<file path="src/hdl/lockable_register_file_defines.svh">
// Assertion macros for the lockable register file.
`ifndef LOCKABLE_REGISTER_FILE_DEFINES_SVH
`define LOCKABLE_REGISTER_FILE_DEFINES_SVH

`ifndef SYNTH

`define LRF_ASSERT_IMPLY(label, clk, rst, ante, cons) \
   label: assert property (@(posedge clk) disable iff (rst) (ante) |-> (cons)) \
      else $error("lockable register file: implication check failed");

`define LRF_ASSERT_NEXT(label, clk, rst, ante, cons) \
   label: assert property (@(posedge clk) disable iff (rst) (ante) |=> (cons)) \
      else $error("lockable register file: next cycle check failed");

`else

`define LRF_ASSERT_IMPLY(label, clk, rst, ante, cons)
`define LRF_ASSERT_NEXT(label, clk, rst, ante, cons)

`endif

`endif

</file>
<file path="src/hdl/lrf_pkg.sv">
package lrf_pkg;

   typedef enum logic [2:0] {
      ACT_READ      = 3'd0,
      ACT_WRITE     = 3'd1,
      ACT_INCREMENT = 3'd2,
      ACT_RAW_WRITE = 3'd3,
      ACT_GET_FLAG  = 3'd4,
      ACT_CLR_FLAG  = 3'd5,
      ACT_SET_CLASS = 3'd6
   } action_type;

   typedef enum logic [1:0] {
      STAT_DONE   = 2'd0,
      STAT_RANGE  = 2'd1,
      STAT_LOCKED = 2'd2
   } status_type;

   localparam logic [1:0] CLASS_OPEN = 2'd0;
   localparam logic [1:0] CLASS_USER = 2'd1;

   localparam logic CSR_USER_KEY   = 1'b0;
   localparam logic CSR_MASTER_KEY = 1'b1;

   typedef struct packed {
      logic [1:0] acc_class;
      logic       changed;
      logic [7:0] value;
   } entry_type;

   typedef struct packed {
      logic       en;
      logic [7:0] addr;
      entry_type  data;
   } wr_type;

   typedef struct packed {
      logic [2:0] action;
      logic [7:0] reg_index;
      logic [7:0] write_data;
      logic [1:0] access_class;
   } req_type;

   typedef struct packed {
      logic [7:0] read_data;
      logic       changed_flag;
      logic [1:0] status;
   } rsp_type;

endpackage

</file>
<file path="src/hdl/lockable_register_file.sv">
// Lockable register file: byte entries, each with an access class and a changed flag.
//
// Commands enter on req_*: a word is taken at a rising edge with start high and
// busy low. busy stays low, so a new word may be issued in every cycle.
// Each word yields exactly one result on rsp_*, marked by rsp_strobe for one
// cycle. A word passes the command register and the store read, then the result
// register; throughput is 1 word per cycle, set by the single
// write port of the entry store (one entry or one counter updated per word).
// Lock entries and counter entries are mirrored in flip-flops so the key
// compare and the counter bump never need a second store read.
// Keys are written on csr_* (index 0 user key, index 1 master key); the user must write
// them only while idle, which the block does not enforce. Reset clears keys, pipeline
// and per-entry valid bits; an entry never written reads as zero, so no clearing pass
// is needed. The receiver cannot stall: results must be taken in their strobe cycle.
`include "lockable_register_file_defines.svh"

module lockable_register_file #(
   parameter int TABLE_DEPTH        = 128,
   parameter int USER_LOCK_INDEX    = 120,
   parameter int MASTER_LOCK_INDEX  = 121,
   parameter int RANGE_COUNT_INDEX  = 122,
   parameter int LOCKED_COUNT_INDEX = 123
) (
   input  logic       clock,
   input  logic       reset,
   input  logic       start,
   output logic       busy,
   input  logic [2:0] req_action,
   input  logic [7:0] req_reg_index,
   input  logic [7:0] req_write_data,
   input  logic [1:0] req_access_class,
   output logic       rsp_strobe,
   output logic [7:0] rsp_read_data,
   output logic       rsp_changed_flag,
   output logic [1:0] rsp_status,
   input  logic       csr_wen,
   input  logic       csr_index,
   input  logic [7:0] csr_wdata
);
   import lrf_pkg::*;

   localparam logic [7:0] USER_ADDR   = 8'(USER_LOCK_INDEX);
   localparam logic [7:0] MASTER_ADDR = 8'(MASTER_LOCK_INDEX);
   localparam logic [7:0] RANGE_ADDR  = 8'(RANGE_COUNT_INDEX);
   localparam logic [7:0] LOCKED_ADDR = 8'(LOCKED_COUNT_INDEX);

   logic       accept;
   logic [7:0] user_key_ff;
   logic [7:0] master_key_ff;
   logic       stg_valid_ff;
   req_type    stg_ff;
   req_type    stg_in;
   entry_type  cur;
   entry_type  sh_user_ff;
   entry_type  sh_master_ff;
   entry_type  sh_range_ff;
   entry_type  sh_locked_ff;
   wr_type     wr;
   rsp_type    rsp_in;
   rsp_type    rsp_ff;
   logic       rsp_strobe_ff;

   assign busy   = 1'b0;
   assign accept = start && !busy;

   assign stg_in.action       = req_action;
   assign stg_in.reg_index    = req_reg_index;
   assign stg_in.write_data   = req_write_data;
   assign stg_in.access_class = req_access_class;

   always_ff @(posedge clock) begin
      if (reset) begin
         user_key_ff   <= '0;
         master_key_ff <= '0;
      end else if (csr_wen) begin
         if (csr_index == CSR_USER_KEY) begin
            user_key_ff <= csr_wdata;
         end
         if (csr_index == CSR_MASTER_KEY) begin
            master_key_ff <= csr_wdata;
         end
      end
   end

   always_ff @(posedge clock) begin
      if (reset) begin
         stg_valid_ff  <= 1'b0;
         rsp_strobe_ff <= 1'b0;
      end else begin
         stg_valid_ff  <= accept;
         rsp_strobe_ff <= stg_valid_ff;
      end
   end

   always_ff @(posedge clock) begin
      if (accept) begin
         stg_ff <= stg_in;
      end
      if (stg_valid_ff) begin
         rsp_ff <= rsp_in;
      end
   end

   // mirror the fixed lock and counter entries
   always_ff @(posedge clock) begin
      if (reset) begin
         sh_user_ff   <= '0;
         sh_master_ff <= '0;
         sh_range_ff  <= '0;
         sh_locked_ff <= '0;
      end else if (wr.en) begin
         if (wr.addr == USER_ADDR) begin
            sh_user_ff <= wr.data;
         end
         if (wr.addr == MASTER_ADDR) begin
            sh_master_ff <= wr.data;
         end
         if (wr.addr == RANGE_ADDR) begin
            sh_range_ff <= wr.data;
         end
         if (wr.addr == LOCKED_ADDR) begin
            sh_locked_ff <= wr.data;
         end
      end
   end

   lrf_store #(
      .TABLE_DEPTH (TABLE_DEPTH)
   ) u_store (
      .clock    (clock),
      .reset    (reset),
      .rd_en    (accept),
      .rd_addr  (req_reg_index),
      .wr       (wr),
      .rd_entry (cur)
   );

   lrf_exec #(
      .TABLE_DEPTH        (TABLE_DEPTH),
      .RANGE_COUNT_INDEX  (RANGE_COUNT_INDEX),
      .LOCKED_COUNT_INDEX (LOCKED_COUNT_INDEX)
   ) u_exec (
      .valid      (stg_valid_ff),
      .req        (stg_ff),
      .cur        (cur),
      .sh_user    (sh_user_ff),
      .sh_master  (sh_master_ff),
      .sh_range   (sh_range_ff),
      .sh_locked  (sh_locked_ff),
      .user_key   (user_key_ff),
      .master_key (master_key_ff),
      .wr         (wr),
      .rsp        (rsp_in)
   );

   assign rsp_strobe       = rsp_strobe_ff;
   assign rsp_read_data    = rsp_ff.read_data;
   assign rsp_changed_flag = rsp_ff.changed_flag;
   assign rsp_status       = rsp_ff.status;

   `LRF_ASSERT_NEXT(a_rsp_follows_accept, clock, reset, accept, ##1 rsp_strobe)
   `LRF_ASSERT_IMPLY(a_rsp_has_cause, clock, reset, rsp_strobe, $past(accept, 2))
   `LRF_ASSERT_IMPLY(a_locked_only_on_change, clock, reset, rsp_strobe && rsp_status == STAT_LOCKED, $past(req_action, 2) == ACT_WRITE || $past(req_action, 2) == ACT_INCREMENT)
   `LRF_ASSERT_IMPLY(a_fail_has_no_data, clock, reset, rsp_strobe && rsp_status != STAT_DONE, rsp_read_data == 8'd0 && !rsp_changed_flag)

endmodule

</file>
<file path="src/hdl/lrf_store.sv">
module lrf_store #(
   parameter int TABLE_DEPTH = 128
) (
   input  logic               clock,
   input  logic               reset,
   input  logic               rd_en,
   input  logic [7:0]         rd_addr,
   input  lrf_pkg::wr_type    wr,
   output lrf_pkg::entry_type rd_entry
);
   import lrf_pkg::*;

   localparam int IDX_W = (TABLE_DEPTH > 1) ? $clog2(TABLE_DEPTH) : 1;

   entry_type              mem_ff [TABLE_DEPTH];
   logic [TABLE_DEPTH-1:0] valid_ff;
   entry_type              rdata_ff;
   logic                   hit_ff;
   logic                   fwd_ff;
   entry_type              fwd_data_ff;
   logic                   rd_ok;
   logic [IDX_W-1:0]       raddr;
   logic [IDX_W-1:0]       waddr;

   assign rd_ok = {1'b0, rd_addr} < 9'(TABLE_DEPTH);
   assign raddr = rd_addr[IDX_W-1:0];
   assign waddr = wr.addr[IDX_W-1:0];

   always_ff @(posedge clock) begin
      if (wr.en) begin
         mem_ff[waddr] <= wr.data;
      end
      if (rd_en && rd_ok) begin
         rdata_ff <= mem_ff[raddr];
      end
   end

   always_ff @(posedge clock) begin
      if (reset) begin
         valid_ff <= '0;
      end else if (wr.en) begin
         valid_ff[waddr] <= 1'b1;
      end
   end

   // bypass a write landing on the same edge as the read
   always_ff @(posedge clock) begin
      if (reset) begin
         hit_ff <= 1'b0;
         fwd_ff <= 1'b0;
      end else if (rd_en) begin
         hit_ff <= rd_ok && valid_ff[raddr];
         fwd_ff <= wr.en && (wr.addr == rd_addr);
      end
   end

   always_ff @(posedge clock) begin
      if (rd_en) begin
         fwd_data_ff <= wr.data;
      end
   end

   assign rd_entry = fwd_ff ? fwd_data_ff : (hit_ff ? rdata_ff : '0);

endmodule

</file>
<file path="src/hdl/lrf_exec.sv">
module lrf_exec #(
   parameter int TABLE_DEPTH        = 128,
   parameter int RANGE_COUNT_INDEX  = 122,
   parameter int LOCKED_COUNT_INDEX = 123
) (
   input  logic               valid,
   input  lrf_pkg::req_type   req,
   input  lrf_pkg::entry_type cur,
   input  lrf_pkg::entry_type sh_user,
   input  lrf_pkg::entry_type sh_master,
   input  lrf_pkg::entry_type sh_range,
   input  lrf_pkg::entry_type sh_locked,
   input  logic [7:0]         user_key,
   input  logic [7:0]         master_key,
   output lrf_pkg::wr_type    wr,
   output lrf_pkg::rsp_type   rsp
);
   import lrf_pkg::*;

   localparam logic [7:0] RANGE_ADDR  = 8'(RANGE_COUNT_INDEX);
   localparam logic [7:0] LOCKED_ADDR = 8'(LOCKED_COUNT_INDEX);
   localparam logic RANGE_OK  = RANGE_COUNT_INDEX < TABLE_DEPTH;
   localparam logic LOCKED_OK = LOCKED_COUNT_INDEX < TABLE_DEPTH;

   logic      in_range;
   logic      user_in;
   logic      master_in;
   logic      allowed;
   entry_type nxt;
   entry_type range_bump;
   entry_type locked_bump;

   assign in_range  = {1'b0, req.reg_index} < 9'(TABLE_DEPTH);
   assign user_in   = sh_user.value == user_key;
   assign master_in = sh_master.value == master_key;

   always_comb begin
      case (cur.acc_class)
         CLASS_OPEN: allowed = 1'b1;
         CLASS_USER: allowed = user_in || master_in;
         default:    allowed = master_in;
      endcase
   end

   always_comb begin
      range_bump         = sh_range;
      range_bump.value   = sh_range.value + 8'd1;
      range_bump.changed = 1'b1;
      locked_bump         = sh_locked;
      locked_bump.value   = sh_locked.value + 8'd1;
      locked_bump.changed = 1'b1;
   end

   always_comb begin
      nxt     = cur;
      wr      = '0;
      wr.addr = req.reg_index;
      rsp     = '0;
      if (valid && (req.action inside {[ACT_READ:ACT_SET_CLASS]})) begin
         if (!in_range) begin
            wr.en      = RANGE_OK;
            wr.addr    = RANGE_ADDR;
            nxt        = range_bump;
            rsp.status = STAT_RANGE;
         end else begin
            case (action_type'(req.action))
               ACT_READ: begin
                  rsp.read_data = cur.value;
               end
               ACT_WRITE, ACT_INCREMENT: begin
                  if (allowed) begin
                     wr.en       = 1'b1;
                     nxt.changed = 1'b1;
                     nxt.value   = (req.action == ACT_WRITE) ? req.write_data
                                                             : cur.value + 8'd1;
                  end else begin
                     wr.en      = LOCKED_OK;
                     wr.addr    = LOCKED_ADDR;
                     nxt        = locked_bump;
                     rsp.status = STAT_LOCKED;
                  end
               end
               ACT_RAW_WRITE: begin
                  wr.en     = 1'b1;
                  nxt.value = req.write_data;
               end
               ACT_GET_FLAG: begin
                  rsp.changed_flag = cur.changed;
               end
               ACT_CLR_FLAG: begin
                  wr.en       = 1'b1;
                  nxt.changed = 1'b0;
               end
               ACT_SET_CLASS: begin
                  wr.en         = 1'b1;
                  nxt.acc_class = req.access_class;
               end
               default: begin
               end
            endcase
         end
      end
      wr.data = nxt;
   end

endmodule

</file>
<file path="config.mk">
export PLATFORM = sky130hd
export DESIGN_NAME = lockable_register_file
export DESIGN_NICKNAME = d
export VERILOG_FILES = /design/src/hdl/lrf_pkg.sv /design/src/hdl/lockable_register_file.sv /design/src/hdl/lrf_store.sv /design/src/hdl/lrf_exec.sv
export VERILOG_INCLUDE_DIRS = /design/src /design/src/hdl
export SDC_FILE = /design/constraint.sdc
export NUM_CORES = 2
export LEC_CHECK = 0
export ABC_CLOCK_PERIOD_IN_PS = 10800
export BUFFER_PORTS_ARGS = -buffer_cell sky130_fd_sc_hd__buf_2
export CAP_MARGIN = 5
export CELL_PAD_IN_SITES_DETAIL_PLACEMENT = 0
export CELL_PAD_IN_SITES_GLOBAL_PLACEMENT = 2
export CORE_ASPECT_RATIO = 1.4
export CORE_UTILIZATION = 50
export CTS_BUF_LIST = sky130_fd_sc_hd__clkbuf_8
export DETAILED_ROUTE_END_ITERATION = 8
export PLACE_DENSITY_LB_ADDON = 0.1
export SYNTH_ARGS = -nofsm -noshare
export SYNTH_HDL_FRONTEND = slang
export SYNTH_SLANG_ARGS = --single-unit
</file>
<file path="constraint.sdc">
create_clock -name clock -period 10.8 [get_ports clock]
set_clock_uncertainty 0.05 [all_clocks]
set_input_delay 2.16 -clock clock [delete_from_list [all_inputs] [get_ports clock]]
set_output_delay 2.16 -clock clock [all_outputs]
set_load 0.01 [all_outputs]
</file>
== After elaboration in Yosys (flattened, before gate mapping) ==
Memories as Yosys holds them, arrays and structs flattened. A register that Yosys moved wholly into a read port is not among the register bits.
Index checks and enable logic that the tools add are counted.

* Memories: 1
* Output and inout bits: 13
* Register bits: 227
* Bits of input ports: 34
* Bits in writable memories: 1408

{| class="wikitable"
|+ Memory list
! memory !! words !! width !! rd ports !! clocked after Yosys merged registers in !! wr ports !! line !! source
|-
| u_store.mem_ff || 128 || 11 || 1 || 1 || 1 || lrf_store.sv:15 || <nowiki>entry_type mem_ff [TABLE_DEPTH];</nowiki>
|}

* Add/subtract/negate cells: 3
* Reductions and logical operators: 20
* Magnitude comparators: 7
* Equal/unequal tests: 14
* Muxes and demuxes: 25
* Bitwise logic cells: 2

{| class="wikitable"
|+ Operators with widths
! kind !! count
|-
| $or 128x128->128 || 1
|-
| $mux 11 || 4
|-
| $eq 8x7->1 const B || 4
|-
| $mux 8 || 4
|-
| $add 8x1->8 const B || 3
|-
| $eq 8x8->1 || 3
|-
| $mux 9 || 2
|-
| $lt 7x8->1 const B || 2
|-
| $lt 8x8->1 const B || 2
|-
| $pmux 8 s2 || 1
|-
| $reduce_and 2->1 || 6
|-
| $eq 3x3->1 const B || 3
|-
| $reduce_and 3->1 || 3
|-
| $bmux 1 s7 || 1
|-
| $demux 1 s7 || 1
|-
| $ge 7x1->1 const B || 1
|-
| $mux 1 || 7
|-
| $eq 3x2->1 const B || 2
|-
| $logic_and 1x1->1 || 6
|-
| $reduce_or 5->1 || 1
|-
| $mux 2 || 2
|-
| $pmux 1 s2 || 2
|-
| $pmux 2 s2 || 1
|-
| $eq 3x1->1 const B || 1
|-
| 8 further kinds || 8
|}

== Depth between registers and ports, before layout ==
* Depth in word-level cells: 13
* Gate-level depth with buffers: 12

== Hierarchy ==
Synthesis repeated with hierarchy kept, for this count alone.

* Cell total of the unflattened synthesis: 3232
* Area, all modules: 64520.6 um2

{| class="wikitable"
|+ Modules (own cells, without submodules)
! module !! area each (um2) !! times used !! seq. area each (um2) !! cells each
|-
| lrf_store || 59656.0 || 1 || 45543.7 || 2736
|-
| lockable_register_file || 3383.2 || 1 || 2202.1 || 272
|-
| lrf_exec || 1481.4 || 1 || 0.0 || 224
|}

== Worst setup path after synthesis ==
Ideal clock, no wire load.

* Path type: reg2reg
* From: reg u_store.fwd_ff
* To: reg u_store.fwd_data_ff[5] (netlist name), data pin
* Library setup time: 1248 ps
* Data arrival time: 6879 ps
* Path slack: 2623 ps
* Path buffers: 1
* Stages on the path, launching flop included: 8
* Cell sequence: dfxtp_1 -> clkbuf_1 -> nand3_1 -> a222oi_1 -> xor2_1 -> o221ai_1 -> a41o_1 -> a21boi_0

{| class="wikitable"
|+ RTL lines
! what !! line !! source
|-
| from (decl) || lrf_store.sv:19 || <nowiki>logic fwd_ff;</nowiki>
|-
| from (signal assigned) || lrf_store.sv:53 || <nowiki>fwd_ff <= wr.en && (wr.addr == rd_addr);</nowiki>
|-
| to (signal assigned) || lrf_store.sv:59 || <nowiki>fwd_data_ff <= wr.data;</nowiki>
|-
| to (decl) || lrf_store.sv:20 || <nowiki>entry_type fwd_data_ff;</nowiki>
|}

== Worst setup path in the final report ==
* From: in req_reg_index[1]
* To: reg, netlist name u_store.rdata_ff[1]

* Word-level cells in the longest chain between the ends: 2

{| class="wikitable"
|+ RTL lines
! what !! line !! source
|-
| from (decl) || lockable_register_file.sv:29 || <nowiki>input logic [7:0] req_reg_index,</nowiki>
|-
| $lt 8x8->1 || lrf_store.sv:25 || <nowiki>assign rd_ok = {1'b0, rd_addr} < 9'(TABLE_DEPTH);</nowiki>
|-
| $logic_and 1x1->1 || lrf_store.sv:33 || <nowiki>if (rd_en && rd_ok) begin</nowiki>
|}

Several ways; a longest one is shown, not always the timed one.
A chain may end at the register's enable or synchronous reset.

==> metrics.md <==
| Metric | Value |
|---|---|
| Flops & latches, synth | 1646 |
| FILL cells | 9793 |
| TritonCTS Buffers | 235 |
| Hold_sp | u_store.valid_ff[107] |
| Clk_lat worst skew | 0.97 ns |
| Crit Path Category | input pin to flop |
| Post-CTS Resized | 0 |
| Post-CTS Setup Bufs | 0 |
| CTS Sinks | 1646 |
| Mean number of vias per cell | 6.22 |
| Final period util | 0.492 |
| Routed wl met3 | 7800 microns |
| Die area | 131000 sq um |
| Layout cells sized above 1 | 0.293 |
| Die Wd | 306 microns |
| Synth Net Count | 3257 |
| Post-detailed-route count of antenna-violating nets | 0 |
| Max_cap viols | 0 |
| I/O pin total | 47 |
| Cells after synthesis | 3220 |
| Placer Congestion | 0.845 |
| Final hold viol count | 0 |
| Worst r2r dst | u_store.mem_ff[65][0] |
| P per Cell Area | 174 nW/um^2 |
| Outcome | completed |
| Highest net fanout along the worst path | 93 |
| Syn_area_per_cell | 20.1 sq um |
| Die Y | 428 microns |
| WL/cell | 32.1 microns |
| Vias | 32600 |
| TritonRoute pass-1 iters | 5 |
| Peak supply drop | 0.128 mV |
| Top sig layer | met5 |
| Post-CTS Hold Buffers | 0 |
| Met1 WL | 66100 microns |
| R2R Setup Slk | 5.88 ns |
| RSZ-0062 raised after global routing | no |
| CP Capture Type | flop |
| Most used DFF post-synth | edfxtp_1 |
| Hold Path End | u_store.valid_ff[107] |
| Cell Area, Synth | 64800 sq um |
| Max frequency | 188 MHz |
| Dpl hpwl | 99200 microns |
| Yosys Warn Count | 0 |
| Fin crit period | 5.32 ns |
| Initial core utilization | 0.506 |
| R2R depth | 7 |
| Clock Pin Slew Worst Setup and Hold Paths | 0.06 ns |
| Row count | 155 |
| Core ar. | 128000 sq um |
| Final Max Tran Viols | 0 |
| Worst Hold Class | flop to flop |
| Worst slew margin | 0.122 |
| First-pass GRT wire length | 243000 microns |
| Root buffer cell | clkbuf_8 |
| Final setup fails | 0 |
| Nature of the critical path startpoint | input pin |
| Post-synthesis sequential area ratio | 0.734 |
| Drt drc | 0 |
| Post-synth EDFFs | 1462 |
| Clock tree buffer depth | 3 |
| 1st-iter DRT viols | 3145 |
| H-Tree Level Count | 4 |
| Setup TNS | 0 ns |
| Crit path from | req_reg_index[1] |
| Worst Hold Depth | 2 |
| Vias in the first global route | 34000 |
| Final #Nets | 3429 |
| GR Util All Layers | 0.261 |
| Synth unique cells | 79 |
| Hold slack final | 0.417 ns |
| Total congestion overflow | 0 |
| Worst Tran Pin Value | 1.31 ns |
| Buffers on Ports | 45 |
| Critical path data arrival time | 5.92 ns |
| Initial antenna violation count | 4 |
| WL met2 | 89000 microns |
| Post-Route WL | 168000 microns |
| Worst Path Required | 11.41 ns |
| Leak | 23.7 nW |
| Area grow syn2layout | 11.0% |
| RR Startpoint | u_store.fwd_ff |
| Synth async-reset ratio | 0 |
| Largest net degree at the start of global routing | 163 |
| CTS tree | yes |
[state kept, by name, indices dropped and copies added (netlist names), 8 cells and up]
signal / count
sh_user_ff: 8
u_store.fwd_data_ff: 11
rsp_read_data: 8
u_store.mem_ff: 1408
sh_locked_ff: 10
sh_range_ff: 10
u_store.valid_ff: 128
u_store.rdata_ff: 11
master_key_ff: 8
sh_master_ff: 8
user_key_ff: 8
stg_ff: 21
[area by class of cell]
class,count,area [sq um],share of cell area
Clock buffer,249,3430,0.0477
Clock inverter,192,1170,0.0163
Antenna cell,3,7.51,0.000104
Sequential cell,1646,47600,0.662
Multi-Input combinational cell,1356,16500,0.230
Inverter,13,53.8,0.000748
Tap cell,1648,2060,0.0287
Timing Repair Buffer,140,1080,0.0151
[worst max-delay path by stage]
stage	end	slack (ns)
after CTS	u_store.rdata_ff[6]	5.40
final	u_store.rdata_ff[1]	5.48
after detailed placement	u_store.rdata_ff[6]	4.35
after floorplan	u_store.fwd_data_ff[5]	2.62
after global placement	u_store.rdata_ff[6]	4.38
after global routing	u_store.rdata_ff[6]	5.25
[synth_stat cells, types with 6 or more instances]
master,number,share of area
and3_1,8,0.00077
nor3_1,37,0.0029
and2_1,9,0.00087
mux4_2,488,0.17
xnor2_1,21,0.0028
nor2_1,253,0.015
nand2_1,64,0.0037
buf_4,19,0.0022
a31oi_1,36,0.0035
nand3b_1,12,0.0014
o21ai_0,17,0.0013
buf_1,13,0.00075
nand2b_1,8,0.00077
buf_2,59,0.0046
or3_1,13,0.0013
a221oi_1,13,0.0018
o21ba_1,59,0.0091
a21oi_1,81,0.0063
clkbuf_1,112,0.0065
o22ai_1,8,0.00077
dfxtp_1,184,0.057
inv_1,9,0.00052
nor2b_1,10,0.00097
edfxtp_1,1462,0.68
o21ai_1,6,0.00046
mux2i_1,44,0.0068
nand3_1,35,0.0027
xor2_1,15,0.0020
a211oi_1,22,0.0025
[through the flow]
| stage | area [sq um] | setup WS [ns] | instances | utilization | power (mW) |
|---|---|---|---|---|---|
| CTS | 71900 | 5.40 | 5242 | 0.562 | 12.6 |
| floorplan | 64800 | 2.62 | 3220 | - | 7.57 |
| detailed placement | 67300 | 4.35 | 4801 | 0.526 | 7.83 |
| global placement | 67200 | 4.38 | 4796 | 0.525 | 7.82 |
| global route | 71900 | 5.25 | 5245 | 0.562 | 12.9 |
| finish | 71900 | 5.48 | 5247 | 0.562 | 12.5 |
[critical path, cell delays in order]
cell and delay (ns):
buf_8 0.58, buf_12 0.49, buf_4 0.61, mux4_2 0.41
mux4_2 0.50, mux2i_1 0.80, a221oi_1 0.17
[routing by layer]
layer | vias to the layer above | GRT usage
met3 | 261 | 0.0361
met1 | 17600 | 0.334
li1 | 13700 | -
met5 | - | 0
met4 | 2 | 0.0898
met2 | 1081 | 0.456
[power by group]
part           internal [mW]  switching, mW  total, mW
Sequential              6.96         0.0301       6.99
Combinational          0.250          0.440      0.690
Clock                   2.41           2.41       4.82
[logic make-up (layout without fill, tap and decap cells)]
kind of cell,after synthesis,in the layout,share of synthesized area
fa+ha+maj,3,3,0.000579
xor+xnor,36,36,0.00487
other cells,1,4,0.0000579
compound gates,304,304,0.0342
simple gates,478,478,0.0340
flops,1646,1646,0.734
buf+inv,218,594,0.0151
mux,534,534,0.177
[layout by cell type (no fill, tap or decap), drive strengths merged, types with 4 or more instances in the layout]
cell type and n:
o21ai 24, o21ba 63, nand3b 13, nor2b 10, or3 13, nand2b 8
o21a 4, bufinv 11, mux2i 44, nor3 40, nor4 7, a21o 4
o221ai 4, a21oi 83, edfxtp 1462, and2 9, dfxtp 184, xor2 15
nor2 256, buf 139, o211ai 5, clkinv 96, nand4 4, o22ai 8
a211oi 22, clkbuf 250, nand2 64, mux4 488, and3 8, a22oi 5
a31oi 36, nand3 35, inv 96, xnor2 21, a221oi 13
Note: power is estimated with default switching activity, not from simulation.
